## config.mk

```make
export PLATFORM = sky130hd
export DESIGN_NAME = penalized_weighted_random_pick
export DESIGN_NICKNAME = d
export VERILOG_FILES = /design/src/rtl/core/pwrp_pkg.sv /design/src/rtl/core/pwrp_engine.sv /design/src/rtl/core/penalized_weighted_random_pick.sv
export SDC_FILE = /design/constraint.sdc
export NUM_CORES = 2
export LEC_CHECK = 0
export BUFFER_PORTS_ARGS = -buffer_cell sky130_fd_sc_hd__buf_2
export CORE_ASPECT_RATIO = 1.5
export CORE_MARGIN = 4
export CORE_UTILIZATION = 40
export CTS_BUF_LIST = sky130_fd_sc_hd__clkbuf_4 sky130_fd_sc_hd__clkbuf_8
export CTS_CLUSTER_DIAMETER = 30
export DETAILED_ROUTE_END_ITERATION = 8
export HOLD_SLACK_MARGIN = 0.03
export PLACE_DENSITY = 0.59
export RECOVER_POWER = 100
export SLEW_MARGIN = 20
export SYNTH_ARGS = -nofsm -noshare
export SYNTH_HDL_FRONTEND = slang
export SYNTH_SLANG_ARGS = --single-unit
```

## constraint.sdc

```tcl
create_clock -name clk -period 9.6 [get_ports clk]
set_clock_uncertainty 0.15 [all_clocks]
set_input_delay 2.4 -clock clk [delete_from_list [all_inputs] [get_ports clk]]
set_output_delay 2.4 -clock clk [all_outputs]
set_load 0.01 [all_outputs]
```

## src/rtl/core/pwrp_pkg.sv

```systemverilog
// Package with constants and types for the weighted random pick.
package pwrp_pkg;

    localparam int DefMaxEntries = 64;
    localparam int DefWeightBits = 24;
    localparam int CfgIdxBits    = 3;
    localparam int IndexOutBits  = 6;

    localparam logic [CfgIdxBits-1:0] CFG_ENTRY_COUNT = 3'd0;
    localparam logic [CfgIdxBits-1:0] CFG_TIME_BASED  = 3'd1;
    localparam logic [CfgIdxBits-1:0] CFG_PENALTY     = 3'd2;
    localparam logic [CfgIdxBits-1:0] CFG_RESTORE     = 3'd3;
    localparam logic [CfgIdxBits-1:0] CFG_MIN_ELAPSED = 3'd4;
    localparam logic [CfgIdxBits-1:0] CFG_MAX_ELAPSED = 3'd5;

    localparam logic FUNC_PICK  = 1'b0;
    localparam logic FUNC_RESET = 1'b1;

    // Configuration values handed from the top level to the engine.
    typedef struct packed {
        logic [6:0]  entry_count;
        logic        time_based;
        logic [15:0] selection_penalty;
        logic [15:0] restore_rate;
        logic [15:0] min_elapsed;
        logic [15:0] max_elapsed;
    } pwrp_cfg_t;

endpackage

```

## src/rtl/core/pwrp_engine.sv

```systemverilog
// Sequencer and weight memory: fill, restore, sum, boost and select passes and the penalty write.
module pwrp_engine
    import pwrp_pkg::*;
#(
    parameter int MAX_ENTRIES = DefMaxEntries,
    parameter int WEIGHT_BITS = DefWeightBits
)
(
    input  logic                    clk,
    input  logic                    rst_n,
    input  pwrp_cfg_t               cfg,
    input  logic                    fill_req,
    input  logic                    start,
    input  logic                    func,
    input  logic [15:0]             random_fraction,
    input  logic [15:0]             elapsed_time,
    output logic                    busy,
    output logic                    done,
    output logic [IndexOutBits-1:0] chosen_index,
    output logic                    weights_boosted
);

    localparam int AW = (MAX_ENTRIES > 1) ? $clog2(MAX_ENTRIES) : 1;
    localparam int CW = $clog2(MAX_ENTRIES + 1);
    localparam int SW = WEIGHT_BITS + AW + 1;
    localparam int EW = WEIGHT_BITS + 2;
    localparam logic signed [EW-1:0] WMAX = EW'((64'sd1 <<< (WEIGHT_BITS-1)) - 1);
    localparam logic signed [EW-1:0] WMIN = -WMAX - EW'(1);
    localparam logic signed [EW-1:0] ONE  = EW'(65536) > WMAX ? WMAX : EW'(65536);
    // Any step this large already drives every weight to the rail.
    localparam logic [EW-1:0]        GCAP = EW'((64'sd1 <<< WEIGHT_BITS) - 1);

    typedef enum logic [7:0] {
        ST_IDLE    = 8'b0000_0001,
        ST_FILL    = 8'b0000_0010,
        ST_RESTORE = 8'b0000_0100,
        ST_SUM     = 8'b0000_1000,
        ST_BOOST   = 8'b0001_0000,
        ST_TARGET  = 8'b0010_0000,
        ST_SELECT  = 8'b0100_0000,
        ST_PENAL   = 8'b1000_0000
    } st_t;

    // Weight memory: one write port, one registered read port.
    logic [WEIGHT_BITS-1:0] mem [MAX_ENTRIES];
    logic [AW-1:0]          rd_addr, wr_addr;
    logic                   wr_en;
    logic [WEIGHT_BITS-1:0] wr_data, rd_data_reg;

    always_ff @(posedge clk)
    begin
        if (wr_en)
        begin
            mem[wr_addr] <= wr_data;
        end
        rd_data_reg <= mem[rd_addr];
    end

    st_t                   state_reg, state_next;
    logic [CW-1:0]         rcnt_reg, rcnt_next;   // read pointer
    logic [CW-1:0]         wcnt_reg, wcnt_next;   // data pointer (one behind)
    logic                  rv_reg, rv_next;       // read data is valid
    logic signed [EW-1:0]  gain_reg, gain_next;
    logic [SW-1:0]         sum_reg, sum_next;
    logic signed [EW-1:0]  maxw_reg, maxw_next;
    logic [SW+15:0]        target_reg, target_next;
    logic [AW-1:0]         pick_reg, pick_next;
    logic                  found_reg, found_next;
    logic                  boost_reg, boost_next;
    logic                  done_reg, done_next;
    logic                  fill_cmd_reg, fill_cmd_next;  // fill answers a reset command
    logic                  picked_reg;
    logic [15:0]           rnd_reg, el_reg;
    logic [15:0]           dt;
    logic [CW-1:0]         n;
    logic [CW-1:0]         last;
    logic signed [EW-1:0]  w, wsum, wsat;
    logic [SW-1:0]         wpos;
    logic [32:0]           gain_prod, pen_wide;

    // Limits an unsigned step to the largest one that still matters.
    function automatic logic signed [EW-1:0] cap_gain(input logic [32:0] v);
        return (v > 33'(GCAP)) ? GCAP : EW'(v);
    endfunction

    // Active entry count limited to capacity.
    assign n = (CW'(cfg.entry_count) > CW'(MAX_ENTRIES) || 32'(cfg.entry_count) > MAX_ENTRIES)
               ? CW'(MAX_ENTRIES) : CW'(cfg.entry_count);
    assign last = n - CW'(1);

    always_comb
    begin
        if (!cfg.time_based)
            dt = 16'd256;
        else if (el_reg < cfg.min_elapsed)
            dt = cfg.min_elapsed;
        else if (el_reg > cfg.max_elapsed)
            dt = cfg.max_elapsed;
        else
            dt = el_reg;
    end

    assign gain_prod = 33'(dt) * 33'(cfg.restore_rate);
    assign pen_wide  = 33'({cfg.selection_penalty, 8'd0});

    // Saturating add of the current gain to the word just read.
    assign w    = EW'($signed(rd_data_reg));
    assign wsum = w + gain_reg;
    assign wsat = (wsum > WMAX) ? WMAX : ((wsum < WMIN) ? WMIN : wsum);
    assign wpos = (w > 0) ? SW'(rd_data_reg) : '0;

    always_comb
    begin
        state_next    = state_reg;
        rcnt_next     = rcnt_reg;
        wcnt_next     = wcnt_reg;
        rv_next       = 1'b0;
        gain_next     = gain_reg;
        sum_next      = sum_reg;
        maxw_next     = maxw_reg;
        target_next   = target_reg;
        pick_next     = pick_reg;
        found_next    = found_reg;
        boost_next    = boost_reg;
        done_next     = 1'b0;
        fill_cmd_next = fill_cmd_reg;
        rd_addr       = rcnt_reg[AW-1:0];
        wr_en         = 1'b0;
        wr_addr       = wcnt_reg[AW-1:0];
        wr_data       = wsat[WEIGHT_BITS-1:0];
        unique case (state_reg)
            ST_IDLE:
            begin
                rcnt_next = '0;
                wcnt_next = '0;
                if (fill_req)
                begin
                    state_next    = ST_FILL;
                    fill_cmd_next = 1'b0;
                end
                else if (start)
                begin
                    boost_next    = 1'b0;
                    fill_cmd_next = (func == FUNC_RESET);
                    if (func == FUNC_RESET)
                        state_next = ST_FILL;
                    else if (n < CW'(2))
                        done_next = 1'b1;
                    else
                        state_next = ST_RESTORE;
                    gain_next = '0;
                end
            end
            ST_FILL:
            begin
                wr_en     = 1'b1;
                wr_addr   = wcnt_reg[AW-1:0];
                wr_data   = ONE[WEIGHT_BITS-1:0];
                wcnt_next = wcnt_reg + CW'(1);
                if (wcnt_reg == CW'(MAX_ENTRIES - 1))
                begin
                    state_next = ST_IDLE;
                    done_next  = fill_cmd_reg;
                end
            end
            ST_RESTORE, ST_BOOST:
            begin
                // First restore visit computes the gain; read and write back behind.
                if (state_reg == ST_RESTORE && rcnt_reg == '0 && !rv_reg)
                    gain_next = cap_gain(gain_prod);
                if (rcnt_reg < n)
                begin
                    rcnt_next = rcnt_reg + CW'(1);
                    rv_next   = 1'b1;
                end
                if (rv_reg)
                begin
                    wr_en     = 1'b1;
                    wcnt_next = wcnt_reg + CW'(1);
                    if (wcnt_reg == last)
                    begin
                        state_next = ST_SUM;
                        rcnt_next  = '0;
                        wcnt_next  = '0;
                        rv_next    = 1'b0;
                        sum_next   = '0;
                        maxw_next  = WMIN;
                    end
                end
            end
            ST_SUM:
            begin
                if (rcnt_reg < n)
                begin
                    rcnt_next = rcnt_reg + CW'(1);
                    rv_next   = 1'b1;
                end
                if (rv_reg)
                begin
                    sum_next  = sum_reg + wpos;
                    maxw_next = (w > maxw_reg) ? w : maxw_reg;
                    wcnt_next = wcnt_reg + CW'(1);
                    if (wcnt_reg == last)
                    begin
                        rcnt_next = '0;
                        wcnt_next = '0;
                        rv_next   = 1'b0;
                        if (sum_reg + wpos == '0 && !boost_reg)
                        begin
                            boost_next = 1'b1;
                            gain_next  = ONE - ((w > maxw_reg) ? w : maxw_reg);
                            state_next = ST_BOOST;
                        end
                        else
                        begin
                            state_next = ST_TARGET;
                        end
                    end
                end
            end
            ST_TARGET:
            begin
                target_next = (SW+16)'(sum_reg) * (SW+16)'(rnd_reg);
                sum_next    = '0;
                found_next  = 1'b0;
                pick_next   = last[AW-1:0];
                state_next  = ST_SELECT;
            end
            ST_SELECT:
            begin
                if (rcnt_reg < n)
                begin
                    rcnt_next = rcnt_reg + CW'(1);
                    rv_next   = 1'b1;
                end
                if (rv_reg)
                begin
                    sum_next  = sum_reg + wpos;
                    wcnt_next = wcnt_reg + CW'(1);
                    if (!found_reg && target_reg <= {sum_reg + wpos, 16'd0})
                    begin
                        found_next = 1'b1;
                        pick_next  = wcnt_reg[AW-1:0];
                    end
                    if (wcnt_reg == last)
                    begin
                        rv_next    = 1'b0;
                        state_next = ST_PENAL;
                        rcnt_next  = '0;
                        gain_next  = -cap_gain(pen_wide);
                    end
                end
                rd_addr = (rv_next && rcnt_reg < n) ? rcnt_reg[AW-1:0] : pick_next;
            end
            ST_PENAL:
            begin
                // Read issued last cycle at pick and again on first visit; penalise on second.
                if (!rv_reg && rcnt_reg == '0)
                begin
                    rd_addr   = pick_reg;
                    rcnt_next = CW'(1);
                    rv_next   = 1'b1;
                end
                else
                begin
                    wr_en      = 1'b1;
                    wr_addr    = pick_reg;
                    done_next  = 1'b1;
                    state_next = ST_IDLE;
                end
            end
            default:
            begin
                state_next = ST_IDLE;
            end
        endcase
    end

    always_ff @(posedge clk or negedge rst_n)
    begin
        if (!rst_n)
        begin
            state_reg    <= ST_FILL;
            rcnt_reg     <= '0;
            wcnt_reg     <= '0;
            rv_reg       <= 1'b0;
            done_reg     <= 1'b0;
            boost_reg    <= 1'b0;
            found_reg    <= 1'b0;
            fill_cmd_reg <= 1'b0;
        end
        else
        begin
            state_reg    <= state_next;
            rcnt_reg     <= rcnt_next;
            wcnt_reg     <= wcnt_next;
            rv_reg       <= rv_next;
            done_reg     <= done_next;
            boost_reg    <= boost_next;
            found_reg    <= found_next;
            fill_cmd_reg <= fill_cmd_next;
        end
    end

    // Datapath registers.
    always_ff @(posedge clk)
    begin
        gain_reg   <= gain_next;
        sum_reg    <= sum_next;
        maxw_reg   <= maxw_next;
        target_reg <= target_next;
        pick_reg   <= pick_next;
        if (state_reg == ST_IDLE && start)
        begin
            rnd_reg <= random_fraction;
            el_reg  <= elapsed_time;
        end
    end

    // Only a completed pick reports an index.
    always_ff @(posedge clk or negedge rst_n)
    begin
        if (!rst_n)
            picked_reg <= 1'b0;
        else if (state_reg == ST_PENAL)
            picked_reg <= 1'b1;
        else if (state_reg == ST_IDLE && start)
            picked_reg <= 1'b0;
    end

    assign busy            = (state_reg != ST_IDLE) || done_reg;
    assign done            = done_reg;
    assign chosen_index    = (state_reg == ST_IDLE && picked_reg)
                             ? IndexOutBits'(32'(pick_reg)) : '0;
    assign weights_boosted = picked_reg ? boost_reg : 1'b0;

endmodule

```

## src/rtl/core/penalized_weighted_random_pick.sv

```systemverilog
// Top level: configuration registers, input handshake and output register.
// Each transaction is handled by a sequencer around a weight memory with one write
// port and one registered read port. A pick makes one memory access per entry per
// pass over restore, sum, an optional boost followed by a second sum, and select;
// it forms the target before select and applies the penalty after it by reading
// and writing back the chosen word. A reset command, and a write of entry_count
// while idle, refill all MAX_ENTRIES words; the same fill runs once after reset,
// during which no transaction is accepted. A result waits in an output register.
module penalized_weighted_random_pick
    import pwrp_pkg::*;
#(
    parameter int MAX_ENTRIES = DefMaxEntries,
    parameter int WEIGHT_BITS = DefWeightBits
)
(
    input  logic                    clk,
    input  logic                    rst_n,
    input  logic                    cfg_valid,
    output logic                    cfg_ready,
    input  logic [CfgIdxBits-1:0]   cfg_index,
    input  logic [15:0]             cfg_data,
    input  logic                    in_valid,
    output logic                    in_stall,
    input  logic                    func,
    input  logic [15:0]             random_fraction,
    input  logic [15:0]             elapsed_time,
    output logic                    out_valid,
    input  logic                    out_stall,
    output logic [IndexOutBits-1:0] chosen_index,
    output logic                    weights_boosted
);

    pwrp_cfg_t cfg_reg;
    logic      busy, done, fill_req;
    logic      out_valid_reg;
    logic [IndexOutBits-1:0] idx_reg;
    logic      boost_reg;
    logic [IndexOutBits-1:0] idx_w;
    logic      boost_w;
    logic      cfg_we;

    // Configuration registers.
    assign cfg_ready = 1'b1;
    assign cfg_we    = cfg_valid && cfg_ready;
    assign fill_req  = cfg_we && (cfg_index == CFG_ENTRY_COUNT);

    always_ff @(posedge clk or negedge rst_n)
    begin
        if (!rst_n)
        begin
            cfg_reg.entry_count       <= 7'd64;
            cfg_reg.time_based        <= 1'b0;
            cfg_reg.selection_penalty <= 16'd256;
            cfg_reg.restore_rate      <= 16'd64;
            cfg_reg.min_elapsed       <= 16'd0;
            cfg_reg.max_elapsed       <= 16'hFFFF;
        end
        else if (cfg_we)
        begin
            unique case (cfg_index)
                CFG_ENTRY_COUNT: cfg_reg.entry_count       <= cfg_data[6:0];
                CFG_TIME_BASED:  cfg_reg.time_based        <= cfg_data[0];
                CFG_PENALTY:     cfg_reg.selection_penalty <= cfg_data;
                CFG_RESTORE:     cfg_reg.restore_rate      <= cfg_data;
                CFG_MIN_ELAPSED: cfg_reg.min_elapsed       <= cfg_data;
                CFG_MAX_ELAPSED: cfg_reg.max_elapsed       <= cfg_data;
                default:         ;
            endcase
        end
    end

    // One transaction in flight; accept when idle, output slot free and no entry_count write.
    assign in_stall = busy || out_valid_reg || fill_req;

    pwrp_engine #(
        .MAX_ENTRIES (MAX_ENTRIES),
        .WEIGHT_BITS (WEIGHT_BITS)
    ) u_engine (
        .clk             (clk),
        .rst_n           (rst_n),
        .cfg             (cfg_reg),
        .fill_req        (fill_req),
        .start           (in_valid && !in_stall),
        .func            (func),
        .random_fraction (random_fraction),
        .elapsed_time    (elapsed_time),
        .busy            (busy),
        .done            (done),
        .chosen_index    (idx_w),
        .weights_boosted (boost_w)
    );

    // Output register.
    always_ff @(posedge clk or negedge rst_n)
    begin
        if (!rst_n)
            out_valid_reg <= 1'b0;
        else if (done)
            out_valid_reg <= 1'b1;
        else if (!out_stall)
            out_valid_reg <= 1'b0;
    end

    always_ff @(posedge clk)
    begin
        if (done)
        begin
            idx_reg   <= idx_w;
            boost_reg <= boost_w;
        end
    end

    assign out_valid       = out_valid_reg;
    assign chosen_index    = idx_reg;
    assign weights_boosted = boost_reg;

endmodule

```

== Yosys cells after proc, flatten, opt, wreduce, memory -nomap -nowiden ==
Memory sizes are Yosys's and may differ from the RTL's. A register that Yosys moved wholly into a read port is not among the register bits.
Index checks and enable logic that the tools add are counted.

* Memory bits (writable): 1,536
* Output and inout bits: 10
* Logic and storage cells: 223
* Register bits after elaboration: 276
* Memories kept: 1

{| class="wikitable"
|+ Memory list
! name !! words !! bits a word !! rd ports !! clocked after Yosys merged registers in !! write ports !! line !! source
|-
| u_engine.mem || 64 || 24 || 1 || 1 || 1 || pwrp_engine.sv:45 || <nowiki>logic [WEIGHT_BITS-1:0] mem [MAX_ENTRIES];</nowiki>
|}

* $mul: 2
* Add/subtract/negate cells: 7
* Eq/ne operators: 35
* Mux-type cells: 91
* $lt $le $gt $ge: 13
* Reduce and logical (&&, ||, !) cells: 49

{| class="wikitable"
|+ Operators by type and width
! cell !! number
|-
| $mux 26 || 13
|-
| $mux 24 || 5
|-
| $pmux 26 s4 || 1
|-
| $mux 8 || 12
|-
| $mux 31 || 3
|-
| $pmux 31 s3 || 1
|-
| $mux 7 || 8
|-
| $pmux 8 s7 || 1
|-
| $pmux 26 s2 || 1
|-
| $mux 16 || 3
|-
| $le 47x47->1 || 1
|-
| $mul 31x16->47 || 1
|-
| $mux 6 || 7
|-
| $gt 32x24->1 const B || 1
|-
| $mul 16x16->32 || 1
|-
| $add 31x31->31 || 1
|-
| $logic_not 31->1 || 1
|-
| $ne 2x1->1 const B || 15
|-
| $pmux 7 s4 || 1
|-
| $mux 1 || 27
|-
| $add 24x26->26 || 1
|-
| $gt 24x26->1 || 1
|-
| $gt 26x24->1 const B || 1
|-
| $lt 26x24->1 const B || 1
|-
| 49 further kinds || 89
|}

== Depth between registers and ports, before layout ==
* Depth after elaboration: 11
* Mapped depth: 41

== Cells and area by module ==
A second synthesis with hierarchy kept.

* Cells, all modules: 8,706
* Area total of the unflattened synthesis: 101,793.9 um2

{| class="wikitable"
|+ By module, submodules not included
! module !! times used !! cells each !! area each (um2)
|-
| pwrp_engine || 1 || 8,536 || 98,689.7
|-
| penalized_weighted_random_pick || 1 || 170 || 3,104.2
|}

== Worst setup path after synthesis ==
OpenSTA, ideal clock, no wires.

* Kind: register to register
* Start: register cfg_reg[9] (netlist name)
* End: register u_engine.gain_reg[8] (data pin)
* Clock period less this slack: 9.671 ns
* Arrival time: 9.260 ns
* Path slack: -0.071 ns
* Library setup time: 0.261 ns
* Data required time: 9.189 ns
* Path buffers: 3
* Stages on the path, launching flop included: 37
* Cells stage by stage: dfstp_2 inv_1 ha_1 a21o_1 a21o_1 a21oi_1 nor2b_1 o211ai_1 a21boi_0 o22ai_1 clkbuf_1 nand2_1 a311oi_1 clkbuf_1 nand2_1 fa_1 fa_1 fa_1 inv_1 fa_1 fa_1 inv_1 fa_1 inv_1 ha_1 and2_1 a221o_1 a2111oi_0 a21oi_1 o22ai_1 o31ai_1 mux2i_1 nand4_1 nor3_1 clkbuf_1 a31oi_1 a221o_1

* Longest elaborated chain between the ends: 9

{| class="wikitable"
|+ Ends and longest elaborated chain
! what !! line !! source
|-
| start: declaration || penalized_weighted_random_pick.sv:33 || <nowiki>pwrp_cfg_t cfg_reg;</nowiki>
|-
| $gt 16x16->1 || pwrp_engine.sv:97 || <nowiki>else if (el_reg > cfg.max_elapsed)</nowiki>
|-
| $mux 16 (*) || pwrp_engine.sv:97 ||
|-
| $mux 16 (*) || pwrp_engine.sv:95 || <nowiki>else if (el_reg < cfg.min_elapsed)</nowiki>
|-
| $mux 16 (*) || pwrp_engine.sv:93 || <nowiki>if (!cfg.time_based)</nowiki>
|-
| $mul 16x16->32 (*) || pwrp_engine.sv:103 || <nowiki>assign gain_prod = 33'(dt) * 33'(cfg.restore_rate);</nowiki>
|-
| $gt 32x24->1 || pwrp_engine.sv:83 || <nowiki>return (v > 33'(GCAP)) ? GCAP : EW'(v);</nowiki>
|-
| $mux 26 (*) || pwrp_engine.sv:83 ||
|-
| $mux 26 (*) || pwrp_engine.sv:169 || <nowiki>if (state_reg == ST_RESTORE && rcnt_reg == '0 && !rv_reg)</nowiki>
|-
| $pmux 26 s4 (*) || pwrp_engine.sv:131 || <nowiki>unique case (state_reg)</nowiki>
|-
| named net u_engine.gain_next[8] || pwrp_engine.sv:63 || <nowiki>logic signed [EW-1:0] gain_reg, gain_next;</nowiki>
|-
| end signal: assignment || pwrp_engine.sv:308 || <nowiki>gain_reg <= gain_next;</nowiki>
|-
| end: declaration || pwrp_engine.sv:63 ||
|}

Mark *: on every way through the listed nets, which the timed path passes. The rest lies on a longest branch. The select of a mux whose other input is x is not followed.
A chain may end at the register's enable or synchronous reset.

== Worst setup path in the final report ==
* Start: register u_engine.el_reg[9]
* End: register u_engine.gain_reg[22] (data pin)

* Longest elaborated chain between the ends: 9

{| class="wikitable"
|+ Ends and longest elaborated chain
! what !! line !! source
|-
| start: declaration || pwrp_engine.sv:73 || <nowiki>logic [15:0] rnd_reg, el_reg;</nowiki>
|-
| start signal: assignment || pwrp_engine.sv:316 || <nowiki>el_reg <= elapsed_time;</nowiki>
|-
| $gt 16x16->1 || pwrp_engine.sv:97 ||
|-
| $mux 16 || pwrp_engine.sv:97 ||
|-
| $mux 16 (*) || pwrp_engine.sv:95 ||
|-
| $mux 16 (*) || pwrp_engine.sv:93 ||
|-
| $mul 16x16->32 (*) || pwrp_engine.sv:103 ||
|-
| $gt 32x24->1 || pwrp_engine.sv:83 ||
|-
| $mux 26 (*) || pwrp_engine.sv:83 ||
|-
| $mux 26 (*) || pwrp_engine.sv:169 ||
|-
| $pmux 26 s4 (*) || pwrp_engine.sv:131 ||
|-
| named net u_engine.gain_next[22] || pwrp_engine.sv:63 ||
|}

Marks and branches as above.

==> flow_metrics.env <==
export IMPL_synthesis_area_um2=103000
export IMPL_largest_reg_flops=1536
export IMPL_antenna_found_initial=16
export IMPL_grt_pass1_vias=73067
export IMPL_critical_path_max_fanout=7
export IMPL_drt_iter0_drc=5394
export IMPL_clock_sinks=1836
export IMPL_cts_root_buf="clkbuf_8"
export IMPL_ios=67
export IMPL_start_util_pct=40.3
export IMPL_dieHeight_um=629
export IMPL_worstMarginPinSlew_ps=4040
export IMPL_synth_cells=8522
export IMPL_numPortBuffers=65
export IMPL_grt_use_total_pct=23.5
export IMPL_holdWs_ps=327
export IMPL_end_kind="register"
export IMPL_dpl_cell_count=12024
export IMPL_grt_overflow=0
export IMPL_finalSetupViolCount=0
export IMPL_hp_class="register to register"
export IMPL_synth_cell_types=93
export IMPL_fin_cells=12667
export IMPL_die_w_um=422
export IMPL_areaGrowthSynthToFinish_pct=14.9
export IMPL_finalHoldViolCount=0
export IMPL_synth_avg_cell_area_um2=12.1
export IMPL_drtPass1Iterations=6
export IMPL_die_area_um2=266000
export IMPL_syn_nets=9551
export IMPL_critPathSlowestCell="or4_4"
export IMPL_crit_arrival_ps=10040
export IMPL_nNetsFinal=10102
export IMPL_crit_required_ps=10150
export IMPL_clk_latency_ps=1010
export IMPL_slowest_delay_ps=550
export IMPL_synth_flop_cell="edfxtp_1"
export IMPL_ys_ff_latch=1836
export IMPL_fin_util_pct=46.3
export IMPL_post_route_period_util_pct=98.8
export IMPL_cts_buffer_depth=4
export IMPL_synth_edff_count=1711
export IMPL_period_minus_slack_ps=9480
export IMPL_yosysSeqAreaShare_pct=52.9
export IMPL_ys_warn_count=0
export IMPL_routabilityCongestion=0.941
export IMPL_core_um2=256000
export IMPL_timing_slew_headroom_pct=-169
export IMPL_crit_top_cell="fa_1"
export IMPL_numCtsBuffers=329
export IMPL_synthArstFlopShare_pct=5.50
export IMPL_ant_nets=0
export IMPL_drive_gt1_share_pct=14.7
export IMPL_wl_mm=320
export IMPL_max_cap_violations=89
export IMPL_rows=227
export IMPL_grt_first_pass_wirelength_mm=470
export IMPL_hpwl_mm=220
export IMPL_vias=70593
export IMPL_rsz0062_at_grt="true"
export IMPL_failed_checks="capacitance limit, slew limit"
export IMPL_drc=0
export IMPL_cp_start_kind="register"
export IMPL_ctsHoldBuffers=0
export IMPL_timing_fmax_ghz=0.105
export IMPL_tritoncts="done"
export IMPL_routed_via_density=5.57
export IMPL_routedWlPerCell_um=25.2
export IMPL_nFillCells=23073
export IMPL_outcome="complete, but fails checks"
export IMPL_slew_viol_final=3261
export IMPL_clkSlewWorstSetupHoldPaths_ps=60
export IMPL_grt_max_degree=68
export IMPL_htree_num_levels=5
export IMPL_path_class="register to register"
## placed cells by master, fill, tap and decap left out, types with 94 or more instances in the layout
master and instances:
a211oi_1 103, a21oi_1 193, and2_1 305, buf_4 384
clkbuf_1 113, clkbuf_8 345, edfxtp_1 1711, fa_1 594
ha_1 362, inv_1 769, mux2i_1 472, nand2_1 1335
nand3_1 396, nor2_1 210, o21ai_0 164, xnor2_1 94
## synth_stat cells (104+ instances only)
cell type	n	area, um^2
a211oi_1	104	781
a21oi_1	204	1020
and2_1	321	2010
clkbuf_1	270	1010
edfxtp_1	1711	51400
fa_1	600	12000
ha_1	372	4650
inv_1	779	2920
mux2i_1	473	4730
nand2_1	1343	5040
nand3_1	398	1990
nor2_1	251	942
o21ai_0	177	886
## cell families after synthesis
| kind of cell | after synthesis | synth area share (%) |
|---|---|---|
| AO/OA/AOI/OAI | 1083 | 7.20 |
| XOR/XNOR | 153 | 1.32 |
| adder cells (fa/ha/maj) | 972 | 16.2 |
| buffers and inverters | 1197 | 4.61 |
| flip-flops | 1836 | 52.9 |
| multiplexers | 543 | 5.37 |
| other | 2 | 0.00730 |
| AND/OR/NAND/NOR | 2736 | 12.4 |
## layout make-up
type                       instances  area (um^2)  area share (%)
clock inverter                   167         1600            1.35
inverter                         779         2920            2.47
tap                             3320         4150            3.51
multi-input combinational       5489        44600            37.7
sequential                      1836        54400            46.0
clock buffer                     430         5390            4.56
antenna                            8         20.0          0.0169
timing repair buffer             638         5140            4.34
## metal layers
metal	track usage [%]	vias up	share of wire, %
met5	0	-	0.011
met4	14.3	6	6.9
met3	3.66	822	6.0
met2	42.4	2695	52
met1	25.9	35834	35
li1	-	31236	-
## worst max-delay path, delay by kind of cell, from the launching register on
| family | cells | cell delay [ps] |
|---|---|---|
| buf+inv | 10 | 1250 |
| flops | 1 | 500 |
| simple gates | 7 | 1480 |
| fa+ha+maj | 8 | 3500 |
| compound gates | 14 | 2340 |
## metrics by stage
stage / area, um^2 / setup slack, ps / setup TNS, ps
after detailed placement: 111000 / -196 / -874
final: 118000 / 116 / 0
after CTS: 118000 / 14.8 / 0
after global routing: 118000 / -200 / -3820
after global placement: 111000 / -594 / -2110
after floorplan: 103000 / 16.3 / 0
## worst paths after layout
| path | startpoint | endpoint | slack [ps] | depth (start not counted) |
|---|---|---|---|---|
| setup reg to reg | u_engine.el_reg[9] | u_engine.gain_reg[22] | 120 | 39 |
| max in group asynchronous | rst_n | cfg_reg[40] | 3230 | 2 |
| hold reg to reg | u_engine.found_reg | u_engine.found_reg | 330 | 2 |
| min in group asynchronous | rst_n | out_valid | 2420 | 1 |
| hold / removal | u_engine.found_reg | u_engine.found_reg | 330 | 2 |
| setup / recovery | u_engine.el_reg[9] | u_engine.gain_reg[22] | 120 | 39 |
## repair_timing
item	in CTS	in global routing
endpoints found under the setup margin	18	48
setup buffers	0	34
gates cloned	0	4
pin swaps	0	72
resized for setup	12	111
Power is not shown: default switching activity piles up to over one toggle a cycle in this logic, so the estimate is an artifact.
